$ cat config.mk
export PLATFORM = sky130hd
export DESIGN_NAME = vwba_div_stage
export DESIGN_NICKNAME = d
export VERILOG_FILES = /design/src/hdl/vwba_pkg.sv /design/src/hdl/vwba_div_stage.sv
export SDC_FILE = /design/constraint.sdc
export NUM_CORES = 1
export LEC_CHECK = 0
export BUFFER_PORTS_ARGS = -buffer_cell sky130_fd_sc_hd__buf_4
export CAP_MARGIN = 20
export CORE_AREA = 2 2 412 414
export DETAILED_ROUTE_END_ITERATION = 10
export DIE_AREA = 0 0 414 416
export PLACE_DENSITY = 0.3
export SYNTH_ARGS = -nofsm -noshare
export SYNTH_HDL_FRONTEND = slang
export SYNTH_SLANG_ARGS = --single-unit
$ cat constraint.sdc
create_clock -name clk_i -period 0.8 [get_ports clk_i]
set_input_delay 0.16 -clock clk_i [delete_from_list [all_inputs] [get_ports clk_i]]
set_output_delay 0.16 -clock clk_i [all_outputs]
set_load 0.03 [all_outputs]
$ cat src/hdl/vwba_pkg.sv
// ----------------------------------------------------------------------------
// vwba_pkg
// Shared types, command codes and helper functions of the byte-length ALU.
// ----------------------------------------------------------------------------
package vwba_pkg;

  localparam int unsigned MaxBytes = 16;
  localparam int unsigned WordW    = 128;
  localparam int unsigned LenW     = 5;
  localparam int unsigned CmdW     = 4;
  localparam int unsigned ShW      = 8;

  // Command codes.
  localparam logic [CmdW-1:0] CMD_ADD = 4'd0;
  localparam logic [CmdW-1:0] CMD_SUB = 4'd1;
  localparam logic [CmdW-1:0] CMD_MUL = 4'd2;
  localparam logic [CmdW-1:0] CMD_DIV = 4'd3;
  localparam logic [CmdW-1:0] CMD_REM = 4'd4;
  localparam logic [CmdW-1:0] CMD_AND = 4'd5;
  localparam logic [CmdW-1:0] CMD_OR  = 4'd6;
  localparam logic [CmdW-1:0] CMD_XOR = 4'd7;
  localparam logic [CmdW-1:0] CMD_NOT = 4'd8;
  localparam logic [CmdW-1:0] CMD_SHL = 4'd9;
  localparam logic [CmdW-1:0] CMD_SHR = 4'd10;

  // Side information that travels with every word through the pipeline.
  typedef struct packed {
    logic [CmdW-1:0]  cmd;
    logic [LenW-1:0]  len;
    logic             b_zero;
    logic [WordW-1:0] res;
  } side_t;

  // A length of zero reads as one byte, anything above the maximum as the maximum.
  function automatic logic [LenW-1:0] clamp_len(input logic [LenW-1:0] l);
    logic [LenW-1:0] r;
    r = l;
    if (l == '0) r = LenW'(1);
    else if (l > LenW'(MaxBytes)) r = LenW'(MaxBytes);
    return r;
  endfunction

  // Mask that keeps the low len bytes of a word.
  function automatic logic [WordW-1:0] len_mask(input logic [LenW-1:0] l);
    logic [WordW-1:0] m;
    if (l >= LenW'(WordW / 8)) m = '1;
    else m = ~({WordW{1'b1}} << {l, 3'b000});
    return m;
  endfunction

endpackage

$ cat src/hdl/vwba_div_stage.sv
// ----------------------------------------------------------------------------
// vwba_div_stage
// One registered step of a restoring divider, one quotient bit per stage.
// ----------------------------------------------------------------------------
module vwba_div_stage (
  input  logic                        clk_i,
  input  logic                        rst_ni,
  input  logic                        valid_i,
  input  logic [vwba_pkg::WordW-1:0]  rem_i,
  input  logic [vwba_pkg::WordW-1:0]  nq_i,
  input  logic [vwba_pkg::WordW-1:0]  d_i,
  input  vwba_pkg::side_t             side_i,
  output logic                        valid_o,
  output logic [vwba_pkg::WordW-1:0]  rem_o,
  output logic [vwba_pkg::WordW-1:0]  nq_o,
  output logic [vwba_pkg::WordW-1:0]  d_o,
  output vwba_pkg::side_t             side_o
);

  localparam int unsigned W = vwba_pkg::WordW;

  logic          valid_q;
  logic [W-1:0]  rem_q, rem_d, nq_q, d_q, t;
  vwba_pkg::side_t side_q;
  logic          ge;

  // Shift in the next numerator bit and try the subtraction.
  always_comb begin
    t     = {rem_i[W-2:0], nq_i[W-1]};
    ge    = rem_i[W-1] | (t >= d_i);
    rem_d = ge ? (t - d_i) : t;
  end

  always_ff @(posedge clk_i or negedge rst_ni) begin
    if (!rst_ni) begin
      valid_q <= 1'b0;
    end else begin
      valid_q <= valid_i;
    end
  end

  always_ff @(posedge clk_i) begin
    rem_q  <= rem_d;
    nq_q   <= {nq_i[W-2:0], ge};
    d_q    <= d_i;
    side_q <= side_i;
  end

  assign valid_o = valid_q;
  assign rem_o   = rem_q;
  assign nq_o    = nq_q;
  assign d_o     = d_q;
  assign side_o  = side_q;

endmodule

; Yosys cells after proc, flatten, opt, wreduce, memory -nomap -nowiden
; Index checks and enable logic that the tools add are counted.
[totals]
elab_cells = 12
regBits = 523
output_inout_bits = 523
[op_classes]
mux = 1
order_cmp = 1
n_addsub = 1
bitwise_logic = 1
[op_table]
columns = op, count
row1 = greater-or-equal comparator 128 bit, 1
row2 = 2-to-1 mux 128 bit, 1
row3 = subtractor 128 bit, 1
row4 = OR 1 bit, 1

; Logic depth before layout (Yosys ltp)
; Gate-level depths: netlist of the first run.
[depth]
word_depth = 3
ltp_mapped = 17
mapped_depth_nobuf = 15

; Worst setup path after synthesis of the first run
; OpenSTA, ideal clock, no wires.
[synth_timing]
path_type = input-to-reg
startpoint = input port nq_i[127] in the netlist's numbering
endpoint = register rem_q[100], in the netlist rem_o[100]
n_path_buf = 2
slack_ps = -2893
cell_stages = 17
arrival_ps = 3571
setup_time_ps = 121
path_cell_list = inv_1 > ha_1 > fa_1 > inv_1 > a21oi_1 > o211a_4 > o221a_4 > o211a_4 > o311a_4 > o31ai_4 > o21ai_1 > a21oi_1 > o21ai_1 > a21oi_2 > buf_12 > buf_12 > mux2_4
[synth_via]
elab_chain_len = 3
[synth_lines]
columns = item, line
row1 = "start, declared", vwba_div_stage.sv:10  ; input logic [vwba_pkg::WordW-1:0] nq_i,
row2 = greater-or-equal comparator 128 bit, vwba_div_stage.sv:30  ; ge = rem_i[W-1] | (t >= d_i);
row3 = OR 1 bit, vwba_div_stage.sv:30
row4 = 2-to-1 mux 128 bit (*), vwba_div_stage.sv:31  ; rem_d = ge ? (t - d_i) : t;
row5 = named net rem_d[100], vwba_div_stage.sv:23  ; logic [W-1:0] rem_q, rem_d, nq_q, d_q, t;
row6 = "end signal, assigned", vwba_div_stage.sv:43  ; rem_q <= rem_d;
row7 = "end, declared", vwba_div_stage.sv:23
; The timed path passes the listed nets; every way through them passes the cells marked *.

; Worst setup path after layout of the first run
[layout_timing]
startpoint = input port nq_i[127] in the netlist's numbering
endpoint = register rem_q[61], in the netlist rem_o[61]
; Same word-level chain as after synthesis.

==> flow_metrics.env, run 1 <==
export IMPL_ys_top_cells_by_area="dfxtp_1, ha_1, mux2_4"
export IMPL_startpoint_type="primary input"
export IMPL_coreArea_sq_mm=0.1681
export IMPL_syn_nets=2815
export IMPL_timing_final_crit_share_pct=390.0
export IMPL_fin_crit_ns=3.120
export IMPL_hold_path_depth=1
export IMPL_clock_tree_root_cell="clkbuf_16"
export IMPL_final_cells=6811
export IMPL_place_ws_ns=-3.538
export IMPL_p_sw_mw=32.32
export IMPL_dr_pass1_iters=5
export IMPL_drive_above_1_share_pct=59.88
export IMPL_max_clock_path_buffers=3
export IMPL_die_area_sq_mm=0.1722
export IMPL_die_width_microns=414
export IMPL_first_global_vias=27340
export IMPL_fmax_ghz=0.3205
export IMPL_netlist_area_leader_share_pct=48.06
export IMPL_cpPeakStageDelay_ns=0.36
export IMPL_wl_microns=143300
export IMPL_dpl_cell_count=6100
export IMPL_synthToLayoutAreaGrowth_pct=129.4
export IMPL_ir_drop_v=0.001678
export IMPL_avgSynthCellArea_sq_um=10.06
export IMPL_clk_pin_slew_worst_paths_ns=0.05
export IMPL_fin_area_sq_mm=0.04988
export IMPL_detail_route_antenna_nets=0
export IMPL_worstPathRequired_ns=1.35
export IMPL_min_to="d_o[0]$_DFF_P_"
export IMPL_ys_types=75
export IMPL_synthArstFlopShare_pct=0.1912
export IMPL_yosys_warnings=0
export IMPL_violations="hold timing, setup timing"
export IMPL_htreeDepth=3
export IMPL_hold_class="primary input to flip-flop"
export IMPL_drc=0
export IMPL_maxSlewHeadroom_pct=56.21
export IMPL_grt_max_degree=24
export IMPL_track_usage_pct=16.20
export IMPL_cp_arrival_ns=3.67
export IMPL_worstMarginPinSlew_ns=0.6500
export IMPL_dpl_cell_area_sq_mm=0.03767
export IMPL_cellPowerDensity_mw_per_mm2=1997
export IMPL_swShare_pct=32.45
export IMPL_grt_pass1_wl_microns=200100
export IMPL_drtIter0Drc=703
export IMPL_drv_slew=0
export IMPL_ios=1048
export IMPL_timing_final_ws_setup_ns=-2.320
export IMPL_hold_start="d_i[0]"
export IMPL_numCtsBuffers=72
export IMPL_io_buffers=1047
export IMPL_crit_fanout=12
export IMPL_path_cells="buf_8 -> inv_12 -> ha_4 -> fa_2 -> inv_2 -> a21oi_4 -> o211a_4 -> o221a_4 -> o211a_4 -> o311a_4 -> o31ai_4 -> o21ai_1 -> a21oi_2 -> o21ai_2 -> a21oi_4 -> buf_12 -> buf_6 -> buf_16 -> mux2_4"
export IMPL_leakage_nw=23.18
export IMPL_wl_per_cell_microns=21.03
export IMPL_pwr_share_comb_pct=35.7
export IMPL_ys_flop_type="dfxtp_1"
export IMPL_rsz0062_at_grt="yes"
export IMPL_antenna_found_initial=31
export IMPL_syn_inst=2161
export IMPL_core_rowCount=151
export IMPL_synth_top_cells_by_count="dfxtp_1, a21oi_1, inv_1"
export IMPL_die_h_microns=416
export IMPL_place_congestion=0.8306
export IMPL_path_class="primary input to flip-flop"
export IMPL_ys_ff_latch=523
export IMPL_internal_power_mw=67.28
export IMPL_viasPerCell=3.670
export IMPL_yosysTopAreaCell="dfxtp_1"
export IMPL_yosysMostFrequentCell="dfxtp_1"
export IMPL_grt_overflow=0
export IMPL_syn_area_sq_mm=0.02174
export IMPL_finalHoldViolCount=4
export IMPL_fin_nets=5185
export IMPL_cts_tree="done"
export IMPL_cts_sinks=523
export IMPL_whs_ns=-0.4005
export IMPL_worst_path_max_delay_cell="fa_2"
export IMPL_seq_area_frac_synth_pct=48.18
export IMPL_finalSetupViolations=652
export IMPL_vias=24990
export IMPL_hpwl_microns=116200
export IMPL_end_kind="flip-flop"
export IMPL_synth_edff_count=0
export IMPL_p_seq_share_pct=30.8
export IMPL_p_clk_share_pct=33.6
export IMPL_start_util_pct=12.93
export IMPL_fin_tns_setup_ns=-539.95
export IMPL_status="complete, but fails checks"
export IMPL_drv_cap=0
==> through the flow <==
stage / power [mW] / util (%)
2_1_floorplan: 44.12 / -
4_1_cts: 101.4 / 29.36
6_report: 99.60 / 29.66
3_3_place_gp: 59.89 / 22.40
5_1_grt: 104.3 / 29.65
3_5_place_dp: 59.70 / 22.40
==> registers in the layout, indices dropped and copies added, names as in the netlist <==
| name | cells |
|---|---|
| d_o | 128 |
| nq_o | 128 |
| side_o | 138 |
| rem_o | 128 |
| valid_o | 1 |
==> layout make-up <==
class,count,area (sq um)
Clock inverter,29,399.1
Inverter,185,706.9
Timing Repair Buffer,2380,21900
Antenna cell,9,22.52
Clock buffer,98,2031
Multi-Input combinational cell,1369,10880
Tap cell,2218,2775
Sequential cell,523,11170
Fill cell,17790,118300
==> worst max-delay path: cells and delay by family <==
family          cells  cell delay (ns)
buf+inv             6             0.75
fa+ha+maj           2             0.51
mux                 1             0.31
compound gates     10             1.89
==> routing by layer <==
metal	part of all wire (%)	up-vias	track usage [%]	wire, microns
met5	0.072	-	0	103
met4	2.5	18	4.526	3522
met3	5.9	167	4.299	8523
li1	-	12280	-	-
met1	38	11780	17.04	53950
met2	54	756	31.29	77160
==> how the worst max path moves through the flow <==
stage	from	endpoint	slack (ns)	cells after the start
global placement	nq_i[127]	rem_o[86]$_DFF_P_	-3.53	20
detailed placement	rem_i[6]	rem_o[114]$_DFF_P_	-3.54	20
CTS	nq_i[127]	rem_o[51]$_DFF_P_	-2.36	20
global route	nq_i[127]	rem_o[46]$_DFF_P_	-2.38	20
floorplan	nq_i[127]	rem_o[100]$_DFF_P_	-2.67	17
finish	nq_i[127]	rem_o[61]$_DFF_P_	-2.32	19
==> cell families (layout without fill, tap and decap cells) <==
| kind of cell | after synthesis | count (layout) | synth area share [%] |
|---|---|---|---|
| compound gates | 544 | 544 | 15.91 |
| flops | 523 | 523 | 48.18 |
| simple gates | 443 | 443 | 9.466 |
| buf+inv | 269 | 2692 | 5.599 |
| fa+ha+maj | 129 | 129 | 7.458 |
| mux | 128 | 128 | 8.361 |
| xor+xnor | 125 | 125 | 5.035 |
| other cells | 0 | 9 | 0 |
==> power groups by stage <==
stage / Sequential, mW / Clock [mW] / Combinational (mW)
2_1_floorplan: 35.1 / 0 / 9.02
3_3_place_gp: 30.2 / 0 / 29.7
3_5_place_dp: 30.2 / 0 / 29.5
4_1_cts: 30.7 / 34.9 / 35.7
5_1_grt: 30.9 / 35.7 / 37.8
6_report: 30.7 / 33.4 / 35.5
==> placed cells by master, fill, tap and decap left out, types with 7 or more instances in the layout <==
cell type	instances
buf_4	1288
dlygate4sd3_1	521
dfxtp_2	507
buf_6	499
inv_1	181
a21oi_1	162
nand2_1	151
mux2_4	126
nor2_1	115
ha_1	109
o21ai_0	87
xnor2_1	79
clkbuf_16	74
a21o_1	66
nand4_1	62
xor2_1	42
o21bai_1	33
buf_8	33
nor3_1	27
a21oi_2	26
nand3_1	24
buf_12	23
o21a_1	22
o21ai_1	16
ha_4	16
buf_16	15
dfxtp_4	15
o211ai_1	14
clkbuf_1	14
a21boi_0	12
a31oi_1	12
clkbuf_8	11
diode_2	9
nor4_1	9
clkinv_2	9
o31ai_1	8
nor2b_1	7
==> what timing repair did <==
action | in CTS | in global routing
hold buffers | 518 | 3
pin swaps | 11 | 26
endpoints found under the setup margin | 652 | 652
setup buffers | 33 | 10
gates cloned | 18 | 2
hold endpoints to repair | 523 | 7
resized for setup | 1197 | 116
No activity file was read; power rests on OpenSTA's default activity.
==> inputs of run 2 (changes only) <==
clock period = 2.8 ns   (was 0.8 ns; I/O delays follow)
==> run 2 against run 1 <==
  * The run ends with setup timing left
  * Sequential share of layout area grew 0.67 points
  * Sequential cell count is the same
  * Global-route usage shrank 0.29 points
  * Combinational power shrank 74%
  * Die area is the same
  * Final cell count shrank 2.2%
  * Wire length shrank 1.5%
  * Worst hold slack gained 0.50 ns
  * Core utilization shrank 2.6 points
  * Cell area shrank 8.9%
  * Total power shrank 73%
  * Via count shrank 2.9%
==> flow_metrics.env, run 2 (same netlist as run 1, synthesis figures left out) <==
export IMPL_max_clock_path_buffers=3
export IMPL_place_congestion=0.8130
export IMPL_io_buffers=1047
export IMPL_cellPowerDensity_mw_per_mm2=600.2
export IMPL_start_util_pct=12.93
export IMPL_clock_tree_root_cell="clkbuf_16"
export IMPL_dr_pass1_iters=5
export IMPL_cp_arrival_ns=4.03
export IMPL_die_width_microns=414
export IMPL_grt_pass1_wl_microns=195900
export IMPL_fin_area_sq_mm=0.04544
export IMPL_drtIter0Drc=755
export IMPL_status="complete, but fails checks"
export IMPL_rsz0062_at_grt="yes"
export IMPL_worst_path_max_delay_cell="fa_2"
export IMPL_fmax_ghz=0.2873
export IMPL_cts_sinks=523
export IMPL_ir_drop_v=0.0004690
export IMPL_drv_slew=0
export IMPL_fin_nets=5041
export IMPL_worstMarginPinSlew_ns=0.6147
export IMPL_numCtsBuffers=71
export IMPL_path_cells="buf_8 -> inv_12 -> ha_4 -> fa_2 -> inv_2 -> a21oi_4 -> o211a_4 -> o221a_4 -> o211a_4 -> o311a_4 -> o31ai_4 -> o21ai_2 -> a21oi_2 -> o21ai_2 -> a21oi_4 -> buf_12 -> buf_16 -> clkbuf_16 -> mux2_4"
export IMPL_regArea_sq_mm=0.01048
export IMPL_die_area_sq_mm=0.1722
export IMPL_cpPeakStageDelay_ns=0.37
export IMPL_finalSetupViolations=129
export IMPL_vias=24270
export IMPL_wl_per_cell_microns=21.19
export IMPL_grt_overflow=0
export IMPL_worstPathRequired_ns=3.35
export IMPL_viasPerCell=3.643
export IMPL_coreArea_sq_mm=0.1681
export IMPL_htreeDepth=3
export IMPL_antenna_found_initial=31
export IMPL_startpoint_type="primary input"
export IMPL_synthToLayoutAreaGrowth_pct=109.0
export IMPL_drive_above_1_share_pct=49.44
export IMPL_clk_pin_slew_worst_paths_ns=0.05
export IMPL_fin_crit_ns=3.481
export IMPL_detail_route_antenna_nets=0
export IMPL_leakage_nw=21.83
export IMPL_p_total_mw=27.27
export IMPL_ios=1048
export IMPL_first_global_vias=26500
export IMPL_layout_commonest_cell="buf_4"
export IMPL_maxSlewHeadroom_pct=58.59
export IMPL_die_h_microns=416
export IMPL_largest_reg_flops=138
export IMPL_dpl_cell_area_sq_mm=0.03770
export IMPL_hpwl_microns=116800
export IMPL_end_kind="flip-flop"
export IMPL_core_rowCount=151
export IMPL_grt_max_degree=13
export IMPL_finalHoldViolCount=0
export IMPL_timing_final_crit_share_pct=124.3
export IMPL_track_usage_pct=15.92
export IMPL_cts_tree="done"
export IMPL_timing_final_ws_setup_ns=-0.6805
export IMPL_multi_input_area_sq_mm=0.01072
export IMPL_drv_cap=0
export IMPL_final_cell_mix="buf_4, dfxtp_1, dlygate4sd3_1"
export IMPL_wl_microns=141200
export IMPL_fillers=18220
export IMPL_hold_class="primary input to flip-flop"
export IMPL_crit_fanout=6
export IMPL_drc=0
export IMPL_violations="setup timing"
export IMPL_path_class="primary input to flip-flop"
## run 2: metrics by stage
| step | hold slack (ns) | instances | utilization [%] | setup TNS, ns | worst slack [ns] |
|---|---|---|---|---|---|
| finish | 0.09815 | 6662 | 27.02 | -78.60 | -0.6805 |
| global route | 0.04662 | 6659 | 27.02 | -86.52 | -0.7519 |
| CTS | 0.001890 | 6649 | 26.76 | -79.95 | -0.6813 |
| detailed placement | 0.3400 | 6106 | 22.42 | -206.06 | -1.825 |
| global placement | 0.3374 | 6106 | 22.42 | -200.26 | -1.835 |
| floorplan | 0.2644 | 2161 | - | -135.08 | -1.071 |
## run 2: layer usage
layer | track usage (%) | share of wire [%] | wire length (microns)
met5 | 0 | 0.064 | 90
met1 | 16.87 | 38 | 53760
met4 | 4.557 | 2.5 | 3493
met3 | 4.243 | 6.0 | 8433
met2 | 30.50 | 53 | 75380
## run 2: where the power goes
part	internal (mW)	switching [mW]	leakage, nW	total, mW
combinational	4.58	4.82	16.3	9.40
clock	5.58	3.84	1.14	9.42
sequential	8.19	0.264	4.42	8.45
## run 2: layout make-up
type	instances	share of cell area [%]
multi-input cells	1369	23.58
diodes	4	0.02203
clock inverters	24	0.7297
well taps	2218	6.107
flip-flops and latches	523	23.05
repair buffers	2237	40.45
clock buffers	102	4.497
inverters	185	1.556
## run 2: final timing paths
| path | start | end | slack, ns | cells past startpoint |
|---|---|---|---|---|
| worst max-delay path | nq_i[127] | rem_o[64]$_DFF_P_ | -0.68 | 19 |
| worst min-delay path | d_i[21] | d_o[21]$_DFF_P_ | 0.1 | 2 |
| max in group asynchronous | rst_ni | valid_o$_DFF_PN0_ | 2.38 | 2 |
| min in group asynchronous | rst_ni | valid_o$_DFF_PN0_ | 0.34 | 2 |
## run 2: worst max-delay path, delay by kind of cell
| family | cells | cell delay [ns] |
|---|---|---|
| fa+ha+maj | 2 | 0.52 |
| buf+inv | 6 | 0.73 |
| mux | 1 | 0.29 |
| compound gates | 10 | 1.88 |
## run 2: what timing repair did
| action | CTS | global route |
|---|---|---|
| resized for setup | 126 | 69 |
| pin swaps | 20 | 22 |
| hold buffers | 385 | 0 |
| cloned | 14 | 7 |
| setup buffers | 19 | 7 |
| endpoints found under the hold margin | 385 | 0 |
| setup endpoints to repair | 129 | 129 |
